--- config.mk ---
export PLATFORM = sky130hd
export DESIGN_NAME = ipv4_packet_rule_filter_top
export DESIGN_NICKNAME = d
export VERILOG_FILES = /design/src/rtl/ipf_pkg.sv /design/src/rtl/ipv4_packet_rule_filter_top.sv /design/src/rtl/ipf_front.sv /design/src/rtl/ipf_queue.sv /design/src/rtl/ipf_back.sv
export SDC_FILE = /design/constraint.sdc
export NUM_CORES = 2
export LEC_CHECK = 0
export BUFFER_PORTS_ARGS = -buffer_cell sky130_fd_sc_hd__buf_2
export CAP_MARGIN = 10
export CORE_MARGIN = 5
export CORE_UTILIZATION = 60
export DETAILED_ROUTE_END_ITERATION = 16
export GPL_TIMING_DRIVEN = 0
export PLACE_DENSITY = 0.78
export SLEW_MARGIN = 15
export SYNTH_ARGS = -nofsm -noshare
export SYNTH_HDL_FRONTEND = slang
export SYNTH_SLANG_ARGS = --single-unit
--- constraint.sdc ---
create_clock -name aclk -period 7.6 [get_ports aclk]
set_clock_uncertainty 0.1 [all_clocks]
set_input_delay 0.76 -clock aclk [delete_from_list [all_inputs] [get_ports aclk]]
set_output_delay 0.76 -clock aclk [all_outputs]
set_load 0.01 [all_outputs]
--- src/rtl/ipf_pkg.sv ---
// Shared types, constants and helper functions for the IPv4 rule filter.
`default_nettype none

package ipf_pkg;

    // Frame length limit and the width of the byte offset that counts up to it.
    localparam int MAX_FRAME_LEN = 16384;
    localparam int OFF_W         = $clog2(MAX_FRAME_LEN + 1);

    // Byte offsets of the captured header fields.
    localparam int OFF_ETYPE_HI = 12;
    localparam int OFF_ETYPE_LO = 13;
    localparam int OFF_IHL      = 14;
    localparam int OFF_PROTO    = 23;
    localparam int OFF_SRC0     = 26;
    localparam int OFF_SRC1     = 27;
    localparam int OFF_SRC2     = 28;
    localparam int OFF_SRC3     = 29;
    localparam int L4_BASE      = 14;
    localparam int MIN_IP_LEN   = 34;
    localparam int TCP_HDR_LEN  = 20;
    localparam int UDP_HDR_LEN  = 8;

    // Protocol and port numbers.
    localparam logic [15:0] ETH_IPV4   = 16'h0800;
    localparam logic [7:0]  PROTO_ICMP = 8'd1;
    localparam logic [7:0]  PROTO_TCP  = 8'd6;
    localparam logic [7:0]  PROTO_UDP  = 8'd17;
    localparam logic [15:0] PORT_SSH   = 16'd22;
    localparam logic [15:0] PORT_HTTP  = 16'd80;
    localparam logic [15:0] PORT_HTTPS = 16'd443;
    localparam logic [15:0] PORT_IPERF = 16'd5201;
    localparam logic [15:0] PORT_DNS   = 16'd53;
    localparam logic [15:0] PORT_UDPT  = 16'd5001;

    // Configuration register indexes and reset values.
    localparam int          CFG_IDX_W      = 2;
    localparam int          CFG_DATA_W     = 32;
    localparam logic [1:0]  CFG_BASTION    = 2'd0;
    localparam logic [1:0]  CFG_BLOCKED    = 2'd1;
    localparam logic [1:0]  CFG_ADMIN      = 2'd2;
    localparam logic [31:0] BASTION_RESET  = 32'h0A0832B4;
    localparam logic [23:0] BLOCKED_RESET  = 24'hC0A864;
    localparam logic [7:0]  ADMIN_RESET    = 8'h0A;

    // Rule numbers reported in rule_hit.
    localparam logic [2:0] RULE_NON_IP  = 3'd0;
    localparam logic [2:0] RULE_BASTION = 3'd1;
    localparam logic [2:0] RULE_SUBNET  = 3'd2;
    localparam logic [2:0] RULE_ADMIN   = 3'd3;
    localparam logic [2:0] RULE_TCP     = 3'd4;
    localparam logic [2:0] RULE_UDP     = 3'd5;
    localparam logic [2:0] RULE_ICMP    = 3'd6;
    localparam logic [2:0] RULE_DEFAULT = 3'd7;

    // Queue between the parser and the rule engine.
    localparam int QUEUE_DEPTH = 4;
    localparam int QUEUE_AW    = $clog2(QUEUE_DEPTH);

    // Stream widths.
    localparam int S_TDATA_W = 8;
    localparam int CNT_W     = 64;
    localparam int M_FIELD_W = 4 + 4 * CNT_W;
    localparam int M_TDATA_W = ((M_FIELD_W + 7) / 8) * 8;

    // One parsed frame handed from the parser to the rule engine.
    typedef struct packed {
        logic [15:0]      ether_type;
        logic [3:0]       header_words;
        logic [7:0]       proto_num;
        logic [31:0]      source_addr;
        logic [15:0]      src_port;
        logic [15:0]      dst_port;
        logic [OFF_W-1:0] frame_len;
    } ipf_rec_t;

    // Saturating 64-bit accumulate.
    function automatic logic [CNT_W-1:0] sat_add(input logic [CNT_W-1:0] c,
                                                 input logic [CNT_W-1:0] v);
        logic [CNT_W:0] s;
        s = {1'b0, c} + {1'b0, v};
        return s[CNT_W] ? {CNT_W{1'b1}} : s[CNT_W-1:0];
    endfunction

endpackage

`default_nettype wire

--- src/rtl/ipv4_packet_rule_filter_top.sv ---
// Top level of the IPv4 rule filter: parser, record queue and rule engine.
//
// Usage: Ethernet frames enter on the s_ stream one byte per transfer,
// starting at the destination MAC address, with s_tlast on the final byte.
// For every frame one result transfer leaves on the m_ stream carrying the
// verdict, the matched rule and the four saturating statistics counters as
// they stand after that frame is counted. Nothing is emitted between frames.
// Throughput is one byte per cycle while the record queue is not full; the
// parser has no per-frame overhead. The edge that takes the last byte also
// writes the record queue; the result then passes through the classify
// register and the output register, in that order.
// When the receiver stalls, results wait in the output register, classify
// register and a four-entry record queue; s_tready drops only when that
// queue is full. Configuration writes on cfg_we take effect at the next
// edge and should only be issued while no frame is in flight.
// Reset (aresetn low, synchronous) clears the counters and the capture state
// and restores the default rule addresses.
`default_nettype none

module ipv4_packet_rule_filter_top (
    input  wire logic                             aclk,
    input  wire logic                             aresetn,
    input  wire logic                             cfg_we,
    input  wire logic [ipf_pkg::CFG_IDX_W-1:0]    cfg_index,
    input  wire logic [ipf_pkg::CFG_DATA_W-1:0]   cfg_wdata,
    input  wire logic                             s_tvalid,
    output logic                                  s_tready,
    // [7:0] pkt_byte
    input  wire logic [ipf_pkg::S_TDATA_W-1:0]    s_tdata,
    input  wire logic                             s_tlast,
    output logic                                  m_tvalid,
    input  wire logic                             m_tready,
    // [0] verdict, [3:1] rule_hit, [67:4] accepted_packets,
    // [131:68] dropped_packets, [195:132] accepted_bytes,
    // [259:196] dropped_bytes, [263:260] zero
    output logic [ipf_pkg::M_TDATA_W-1:0]         m_tdata
);
    import ipf_pkg::*;

    ipf_rec_t push_rec, pop_rec;
    logic     push_valid, q_full, pop_valid, pop_ready;

    ipf_front u_front (
        .aclk      (aclk),
        .aresetn   (aresetn),
        .s_tvalid  (s_tvalid),
        .s_tready  (s_tready),
        .s_tdata   (s_tdata),
        .s_tlast   (s_tlast),
        .q_full    (q_full),
        .rec_valid (push_valid),
        .rec       (push_rec)
    );

    ipf_queue u_queue (
        .aclk      (aclk),
        .aresetn   (aresetn),
        .in_valid  (push_valid),
        .in_rec    (push_rec),
        .full      (q_full),
        .out_valid (pop_valid),
        .out_ready (pop_ready),
        .out_rec   (pop_rec)
    );

    ipf_back u_back (
        .aclk      (aclk),
        .aresetn   (aresetn),
        .cfg_we    (cfg_we),
        .cfg_index (cfg_index),
        .cfg_wdata (cfg_wdata),
        .q_valid   (pop_valid),
        .q_ready   (pop_ready),
        .q_rec     (pop_rec),
        .m_tvalid  (m_tvalid),
        .m_tready  (m_tready),
        .m_tdata   (m_tdata)
    );

endmodule

`default_nettype wire

--- src/rtl/ipf_front.sv ---
// Byte parser: captures header fields and emits one record per frame.
`default_nettype none

module ipf_front (
    input  wire logic                  aclk,
    input  wire logic                  aresetn,
    input  wire logic                  s_tvalid,
    output logic                       s_tready,
    input  wire logic [7:0]            s_tdata,
    input  wire logic                  s_tlast,
    input  wire logic                  q_full,
    output logic                       rec_valid,
    output ipf_pkg::ipf_rec_t          rec
);
    import ipf_pkg::*;

    logic [OFF_W-1:0] off_reg, len_next;
    logic [15:0]      etype_reg, etype_next;
    logic [3:0]       hw_reg, hw_next;
    logic [7:0]       proto_reg, proto_next;
    logic [31:0]      src_reg, src_next;
    logic [15:0]      sport_reg, sport_next;
    logic [15:0]      dport_reg, dport_next;
    logic [OFF_W-1:0] l4_off;
    logic             accept;

    // A byte is taken whenever the queue can hold a record.
    assign s_tready = !q_full;
    assign accept   = s_tvalid && s_tready;

    // Field capture for the byte at the current offset.
    always_comb begin
        etype_next = etype_reg;
        proto_next = proto_reg;
        src_next   = src_reg;
        sport_next = sport_reg;
        dport_next = dport_reg;
        if (off_reg == OFF_W'(OFF_ETYPE_HI)) etype_next[15:8] = s_tdata;
        if (off_reg == OFF_W'(OFF_ETYPE_LO)) etype_next[7:0]  = s_tdata;
        hw_next = (off_reg == OFF_W'(OFF_IHL)) ? s_tdata[3:0] : hw_reg;
        if (off_reg == OFF_W'(OFF_PROTO)) proto_next = s_tdata;
        if (off_reg == OFF_W'(OFF_SRC0)) src_next[31:24] = s_tdata;
        if (off_reg == OFF_W'(OFF_SRC1)) src_next[23:16] = s_tdata;
        if (off_reg == OFF_W'(OFF_SRC2)) src_next[15:8]  = s_tdata;
        if (off_reg == OFF_W'(OFF_SRC3)) src_next[7:0]   = s_tdata;
        // The L4 offset follows the header length, including one taken this byte.
        l4_off = OFF_W'(L4_BASE) + OFF_W'({hw_next, 2'b00});
        if (off_reg == l4_off)             sport_next[15:8] = s_tdata;
        if (off_reg == l4_off + OFF_W'(1)) sport_next[7:0]  = s_tdata;
        if (off_reg == l4_off + OFF_W'(2)) dport_next[15:8] = s_tdata;
        if (off_reg == l4_off + OFF_W'(3)) dport_next[7:0]  = s_tdata;
        // The offset stops at the maximum frame length.
        len_next = (off_reg < OFF_W'(MAX_FRAME_LEN)) ? off_reg + OFF_W'(1) : off_reg;
    end

    // Capture registers, cleared at the end of each frame.
    always_ff @(posedge aclk) begin
        if (!aresetn || (accept && s_tlast)) begin
            off_reg   <= '0;
            etype_reg <= '0;
            hw_reg    <= '0;
            proto_reg <= '0;
            src_reg   <= '0;
            sport_reg <= '0;
            dport_reg <= '0;
        end else if (accept) begin
            off_reg   <= len_next;
            etype_reg <= etype_next;
            hw_reg    <= hw_next;
            proto_reg <= proto_next;
            src_reg   <= src_next;
            sport_reg <= sport_next;
            dport_reg <= dport_next;
        end
    end

    // Record for the rule engine, pushed on the last byte.
    assign rec_valid        = accept && s_tlast;
    assign rec.ether_type   = etype_next;
    assign rec.header_words = hw_next;
    assign rec.proto_num    = proto_next;
    assign rec.source_addr  = src_next;
    assign rec.src_port     = sport_next;
    assign rec.dst_port     = dport_next;
    assign rec.frame_len    = len_next;

endmodule

`default_nettype wire

--- src/rtl/ipf_queue.sv ---
// Small record queue between the parser and the rule engine.
`default_nettype none

module ipf_queue (
    input  wire logic              aclk,
    input  wire logic              aresetn,
    input  wire logic              in_valid,
    input  wire ipf_pkg::ipf_rec_t in_rec,
    output logic                   full,
    output logic                   out_valid,
    input  wire logic              out_ready,
    output ipf_pkg::ipf_rec_t      out_rec
);
    import ipf_pkg::*;

    ipf_rec_t            mem_reg [QUEUE_DEPTH];
    logic [QUEUE_AW-1:0] wr_ptr_reg, rd_ptr_reg;
    logic [QUEUE_AW:0]   count_reg;
    logic                push, pop;

    assign full      = (count_reg == (QUEUE_AW + 1)'(QUEUE_DEPTH));
    assign out_valid = (count_reg != '0);
    assign out_rec   = mem_reg[rd_ptr_reg];
    assign push      = in_valid && !full;
    assign pop       = out_valid && out_ready;

    // Pointers and fill count.
    always_ff @(posedge aclk) begin
        if (!aresetn) begin
            wr_ptr_reg <= '0;
            rd_ptr_reg <= '0;
            count_reg  <= '0;
        end else begin
            if (push) wr_ptr_reg <= wr_ptr_reg + QUEUE_AW'(1);
            if (pop)  rd_ptr_reg <= rd_ptr_reg + QUEUE_AW'(1);
            if (push && !pop)      count_reg <= count_reg + (QUEUE_AW + 1)'(1);
            else if (pop && !push) count_reg <= count_reg - (QUEUE_AW + 1)'(1);
        end
    end

    // Entry storage.
    always_ff @(posedge aclk) begin
        if (push) mem_reg[wr_ptr_reg] <= in_rec;
    end

endmodule

`default_nettype wire

--- src/rtl/ipf_back.sv ---
// Rule engine: classifies queued records, keeps statistics, drives results.
`default_nettype none

module ipf_back (
    input  wire logic                              aclk,
    input  wire logic                              aresetn,
    input  wire logic                              cfg_we,
    input  wire logic [ipf_pkg::CFG_IDX_W-1:0]     cfg_index,
    input  wire logic [ipf_pkg::CFG_DATA_W-1:0]    cfg_wdata,
    input  wire logic                              q_valid,
    output logic                                   q_ready,
    input  wire ipf_pkg::ipf_rec_t                 q_rec,
    output logic                                   m_tvalid,
    input  wire logic                              m_tready,
    output logic [ipf_pkg::M_TDATA_W-1:0]          m_tdata
);
    import ipf_pkg::*;

    logic [31:0]      bastion_reg;
    logic [23:0]      blocked_reg;
    logic [7:0]       admin_reg;

    logic [6:0]       l4;
    logic             tcp_ok, udp_ok, ssh, web, dns;
    logic [2:0]       rule_next;
    logic             drop_next;

    logic             s1_valid_reg;
    logic [2:0]       s1_rule_reg;
    logic             s1_drop_reg;
    logic [OFF_W-1:0] s1_len_reg;

    logic             m_valid_reg;
    logic [2:0]       m_rule_reg;
    logic             m_drop_reg;
    logic [CNT_W-1:0] acc_pkts_reg, drop_pkts_reg, acc_bytes_reg, drop_bytes_reg;
    logic [CNT_W-1:0] len_ext;
    logic             s2_load;

    // Configuration registers; unknown indexes are ignored.
    always_ff @(posedge aclk) begin
        if (!aresetn) begin
            bastion_reg <= BASTION_RESET;
            blocked_reg <= BLOCKED_RESET;
            admin_reg   <= ADMIN_RESET;
        end else if (cfg_we) begin
            case (cfg_index)
                CFG_BASTION: bastion_reg <= cfg_wdata[31:0];
                CFG_BLOCKED: blocked_reg <= cfg_wdata[23:0];
                CFG_ADMIN:   admin_reg   <= cfg_wdata[7:0];
                default:     ;
            endcase
        end
    end

    // Ordered rule chain, first match wins.
    always_comb begin
        l4     = 7'(L4_BASE) + {1'b0, q_rec.header_words, 2'b00};
        tcp_ok = (q_rec.proto_num == PROTO_TCP) &&
                 (OFF_W'(l4) + OFF_W'(TCP_HDR_LEN) <= q_rec.frame_len);
        udp_ok = (q_rec.proto_num == PROTO_UDP) &&
                 (OFF_W'(l4) + OFF_W'(UDP_HDR_LEN) <= q_rec.frame_len);
        ssh    = tcp_ok && (q_rec.dst_port == PORT_SSH);
        web    = (q_rec.dst_port == PORT_HTTP) || (q_rec.dst_port == PORT_HTTPS) ||
                 (q_rec.dst_port == PORT_IPERF) || (q_rec.src_port == PORT_HTTP) ||
                 (q_rec.src_port == PORT_HTTPS) || (q_rec.src_port == PORT_IPERF);
        dns    = (q_rec.dst_port == PORT_DNS) || (q_rec.dst_port == PORT_UDPT);
        if (q_rec.frame_len < OFF_W'(MIN_IP_LEN) || q_rec.ether_type != ETH_IPV4) begin
            rule_next = RULE_NON_IP;
        end else if (q_rec.source_addr == bastion_reg && ssh) begin
            rule_next = RULE_BASTION;
        end else if (q_rec.source_addr[31:8] == blocked_reg) begin
            rule_next = RULE_SUBNET;
        end else if (ssh && q_rec.source_addr[31:24] == admin_reg) begin
            rule_next = RULE_ADMIN;
        end else if (tcp_ok && web) begin
            rule_next = RULE_TCP;
        end else if (udp_ok && dns) begin
            rule_next = RULE_UDP;
        end else if (q_rec.proto_num == PROTO_ICMP) begin
            rule_next = RULE_ICMP;
        end else begin
            rule_next = RULE_DEFAULT;
        end
        drop_next = rule_next inside {RULE_SUBNET, RULE_ADMIN, RULE_DEFAULT};
    end

    // Pipeline handshake: classify stage feeds the output register.
    assign s2_load = !m_valid_reg || m_tready;
    assign q_ready = !s1_valid_reg || s2_load;

    always_ff @(posedge aclk) begin
        if (!aresetn) begin
            s1_valid_reg <= 1'b0;
        end else if (q_valid && q_ready) begin
            s1_valid_reg <= 1'b1;
        end else if (s2_load) begin
            s1_valid_reg <= 1'b0;
        end
    end

    always_ff @(posedge aclk) begin
        if (q_valid && q_ready) begin
            s1_rule_reg <= rule_next;
            s1_drop_reg <= drop_next;
            s1_len_reg  <= q_rec.frame_len;
        end
    end

    // Statistics and output register.
    assign len_ext = CNT_W'(s1_len_reg);

    always_ff @(posedge aclk) begin
        if (!aresetn) begin
            m_valid_reg    <= 1'b0;
            acc_pkts_reg   <= '0;
            drop_pkts_reg  <= '0;
            acc_bytes_reg  <= '0;
            drop_bytes_reg <= '0;
        end else if (s2_load) begin
            m_valid_reg <= s1_valid_reg;
            if (s1_valid_reg) begin
                if (s1_drop_reg) begin
                    drop_pkts_reg  <= sat_add(drop_pkts_reg, CNT_W'(1));
                    drop_bytes_reg <= sat_add(drop_bytes_reg, len_ext);
                end else begin
                    acc_pkts_reg   <= sat_add(acc_pkts_reg, CNT_W'(1));
                    acc_bytes_reg  <= sat_add(acc_bytes_reg, len_ext);
                end
            end
        end
    end

    always_ff @(posedge aclk) begin
        if (s2_load && s1_valid_reg) begin
            m_rule_reg <= s1_rule_reg;
            m_drop_reg <= s1_drop_reg;
        end
    end

    assign m_tvalid = m_valid_reg;
    assign m_tdata  = {(M_TDATA_W - M_FIELD_W)'(0), drop_bytes_reg, acc_bytes_reg,
                       drop_pkts_reg, acc_pkts_reg, m_rule_reg, m_drop_reg};

endmodule

`default_nettype wire
==> impl_metrics.ini <==
[run_status]
run_status = complete, no violations

[global_route]
gr-usage-all-layers_pct = 29.4
grt_pass1_wl_um = 162000
grt_max_degree = 54
global_route.overflow_total = 0
grt_antenna_before_repair = 5
first_global_vias = 27800

[setup_path]
worst_path_largest_cell_delay_ns = 0.75
critPathMaxFanout = 10
critPathCaptureType = flop
critPathArrivalTime_ns = 7.21
setup.worst_path.class = flop to flop
path_buf_inv = 7
path_cells = buf_2 -> buf_1 -> buf_2 -> clkbuf_1 -> mux4_2 -> inv_1 -> ha_1 -> xnor2_1 -> inv_1 -> ha_1 -> inv_1 -> o21ai_0 -> xnor2_1 -> ha_1 -> nor2b_1 -> o21ai_0 -> o211a_1 -> o21a_1 -> o41ai_1 -> o21ai_0 -> a21boi_0 -> o31a_1
critPathTopFamily = buffers and inverters
timing.critical_path.slowest_stage_cell = sky130_fd_sc_hd__buf_1
setup.worst_path.start_class = flop
cp_data_required_time_ns = 7.88

[final_layout]
drive_gt1_share_pct = 16.5
fillCellCount = 4564
finish.cell_count_without_fillers = 4712
final-seq-area_um2 = 22300
final_net_count = 3887
final_util_pct = 69.4
largest_register_ffs = 428
area.growth.synth_to_final_pct = 15.2
multi_input_area_um2 = 15300

[timing]
final_period_minus_worst_setup_slack_ns = 6.93
setup_total_negative_slack_ns = 0
tightest_slew_ns = 1.09
fmax_mhz = 144
hold_violations = 0
layout_worst_path_cycle_share_pct = 91.1
final-setup-viol-count = 0
slew_headroom_pct = 27.0
rsz0062_at_grt = false
final-max-slew-violation-count = 0

[logic_synthesis]
synth_top_area_share_pct = 35.2
yosysWarnings = 0
synth.lib_cells_used.distinct = 79
yosysMostFrequentCell = sky130_fd_sc_hd__edfxtp_1
synthTopCellsByArea = sky130_fd_sc_hd__edfxtp_1, sky130_fd_sc_hd__dfxtp_1, sky130_fd_sc_hd__mux4_2
post_synth_mux_area_share_pct = 7.96
synth-seq-cells = 889
syn-instance-count = 3371
post_synth_fa_ha_maj_area_fraction_pct = 2.04
synth_compound_area_share_pct = 8.01
synth_edf_count = 451
synthesis.area_per_instance_um2 = 11.4
synth_top_family_by_area = simple AND/OR/NAND/NOR gates
async_flop_share_pct = 0
synth_area_leader_cell = sky130_fd_sc_hd__edfxtp_1
dominantRegCellSynth = sky130_fd_sc_hd__edfxtp_1
synthesis.area_um2 = 38500
synth_simple_gate_area_share_pct = 14.5
ys_seq_area_share_pct = 57.9
synth_top_cells_by_count = sky130_fd_sc_hd__edfxtp_1, sky130_fd_sc_hd__dfxtp_1, sky130_fd_sc_hd__nand2_1
post_synth_xor_area_fraction_pct = 7.11

[detailed_routing]
detailroute.via_count = 28900
routed_wl_um = 106000
final_antenna_net_count = 0
dr.pass1.iters = 6
routedWlPerCell_um = 22.5
first_iter_violations = 3261
post-route-drc-count = 0
vias_per_cell = 6.13

[clock_tree]
cts_num_sinks = 889
cts-buffers-inserted = 89
tritoncts = done
cts_max_level = 3
clock_latency_ns = 0.65
cts_resized = 0
ctsHoldBuffers = 0
cts.clk_slew.worst_paths_ns = 0.06
clock-root-buffer = sky130_fd_sc_hd__clkbuf_16
max-clock-path-buffers = 3
postCtsSetupRepairBufs = 0

[run]
cap_violations = 0

[floorplan]
core_um2 = 64000
placementRows = 93
i_o_pin_count = 314
die_area_um2 = 69400
initial_cell_density_of_the_core_pct = 60.2
die_w_um = 263
chipHeight_um = 263

[placement]
placement.io_buffers = 305
finalWeightedCongestion = 0.948
dp.final_hpwl_um = 75200
placed_cells_incl_taps = 4542

[hold_path]
hold_class = input pin to flop
hold_start = cfg_wdata[25]

[pwr]
ir_worst_vdd_mv = 0.221
power_per_cell_area_nw_per_um2 = 291
p_leak_uw = 0.0165
p_total_uw = 12900
-- worst register-to-register path, stage by stage, from the launching register on --
cell	delay [ns]
sky130_fd_sc_hd__dfxtp_1	0.31
sky130_fd_sc_hd__buf_2	0.29
sky130_fd_sc_hd__buf_1	0.75
sky130_fd_sc_hd__buf_2	0.45
sky130_fd_sc_hd__clkbuf_1	0.68
sky130_fd_sc_hd__mux4_2	0.43
sky130_fd_sc_hd__inv_1	0.14
sky130_fd_sc_hd__ha_1	0.26
sky130_fd_sc_hd__xnor2_1	0.36
sky130_fd_sc_hd__inv_1	0.14
sky130_fd_sc_hd__ha_1	0.21
sky130_fd_sc_hd__inv_1	0.07
sky130_fd_sc_hd__o21ai_0	0.11
sky130_fd_sc_hd__xnor2_1	0.14
sky130_fd_sc_hd__ha_1	0.30
sky130_fd_sc_hd__nor2b_1	0.14
sky130_fd_sc_hd__o21ai_0	0.15
sky130_fd_sc_hd__o211a_1	0.17
sky130_fd_sc_hd__o21a_1	0.31
sky130_fd_sc_hd__o41ai_1	0.16
sky130_fd_sc_hd__o21ai_0	0.36
sky130_fd_sc_hd__a21boi_0	0.31
sky130_fd_sc_hd__o31a_1	0.35
-- cells by family after synthesis --
family / count (synthesis)
compound gates: 535
simple gates: 1139
other cells: 1
flops: 889
buf+inv: 233
fa+ha+maj: 61
xor+xnor: 312
mux: 201
-- layout by cell type (no fill, tap or decap), types with 15 or more instances in the layout --
cell                          n
sky130_fd_sc_hd__mux2_2      62
sky130_fd_sc_hd__ha_1        58
sky130_fd_sc_hd__nor4_1      50
sky130_fd_sc_hd__dfxtp_1    438
sky130_fd_sc_hd__nand2_1    351
sky130_fd_sc_hd__xnor2_1    170
sky130_fd_sc_hd__and4_1      29
sky130_fd_sc_hd__nand2b_1    17
sky130_fd_sc_hd__nand4_1     82
sky130_fd_sc_hd__nor2_1     238
sky130_fd_sc_hd__buf_1       18
sky130_fd_sc_hd__clkbuf_16   90
sky130_fd_sc_hd__a21o_1      18
sky130_fd_sc_hd__buf_2      319
sky130_fd_sc_hd__clkbuf_8    18
sky130_fd_sc_hd__edfxtp_1   451
sky130_fd_sc_hd__mux4_2      77
sky130_fd_sc_hd__a21oi_1    307
sky130_fd_sc_hd__mux2i_1     51
sky130_fd_sc_hd__and3_1      65
sky130_fd_sc_hd__nand3_1    115
sky130_fd_sc_hd__clkbuf_1   153
sky130_fd_sc_hd__a31oi_1     29
sky130_fd_sc_hd__and2_1      15
sky130_fd_sc_hd__xor2_1     141
sky130_fd_sc_hd__inv_1       63
sky130_fd_sc_hd__nor3_1      89
sky130_fd_sc_hd__o21ai_0     83
-- area by class of cell --
type / instances / share of cell area (%)
inverters: 67 / 0.569
flip-flops and latches: 889 / 50.3
clock inverters: 29 / 0.851
well taps: 855 / 2.41
diodes: 3 / 0.0169
repair buffers: 313 / 3.87
plain buffers: 166 / 1.55
multi-input cells: 2252 / 34.6
clock buffers: 138 / 5.89
-- power by group --
| part | leakage (uW) | internal (uW) | total, uW | switching (uW) |
|---|---|---|---|---|
| registers | 0.00776 | 5360 | 5550 | 190 |
| logic | 0.00725 | 1160 | 2940 | 1780 |
| clock network | 0.00146 | 2590 | 4440 | 1850 |
| total | 0.0165 | 9110 | 12900 | 3830 |
-- path summary, 6_finish.rpt --
path	depth (start not counted)	slack (ns)	endpoint
max	22	0.67	u_back.s1_drop_reg
min	3	0.25	u_back.bastion_reg[25]
min reg2reg	0	0.30	u_back.m_rule_reg[0]
max reg2reg	22	0.67	u_back.s1_drop_reg
-- metal layers --
layer	vias up	global-route usage, %	part of all wire [%]
li1	13100	-	-
met1	14100	39.6	40
met2	1380	48.2	48
met3	268	5.90	8.6
met4	4	9.93	3.6
met5	-	0	0.020
-- through the flow --
step | instance area, um^2 | worst slack (ns) | hold slack (ns)
final | 44400 | 0.673 | 0.249
after global routing | 44400 | 0.327 | 0.236
after CTS | 44400 | 0.687 | 0.225
after detailed placement | 41400 | 0.781 | 0.308
after global placement | 41100 | 0.891 | 0.303
after floorplan | 38500 | 2.63 | 0.300
Note: power is estimated with default switching activity, not from simulation.
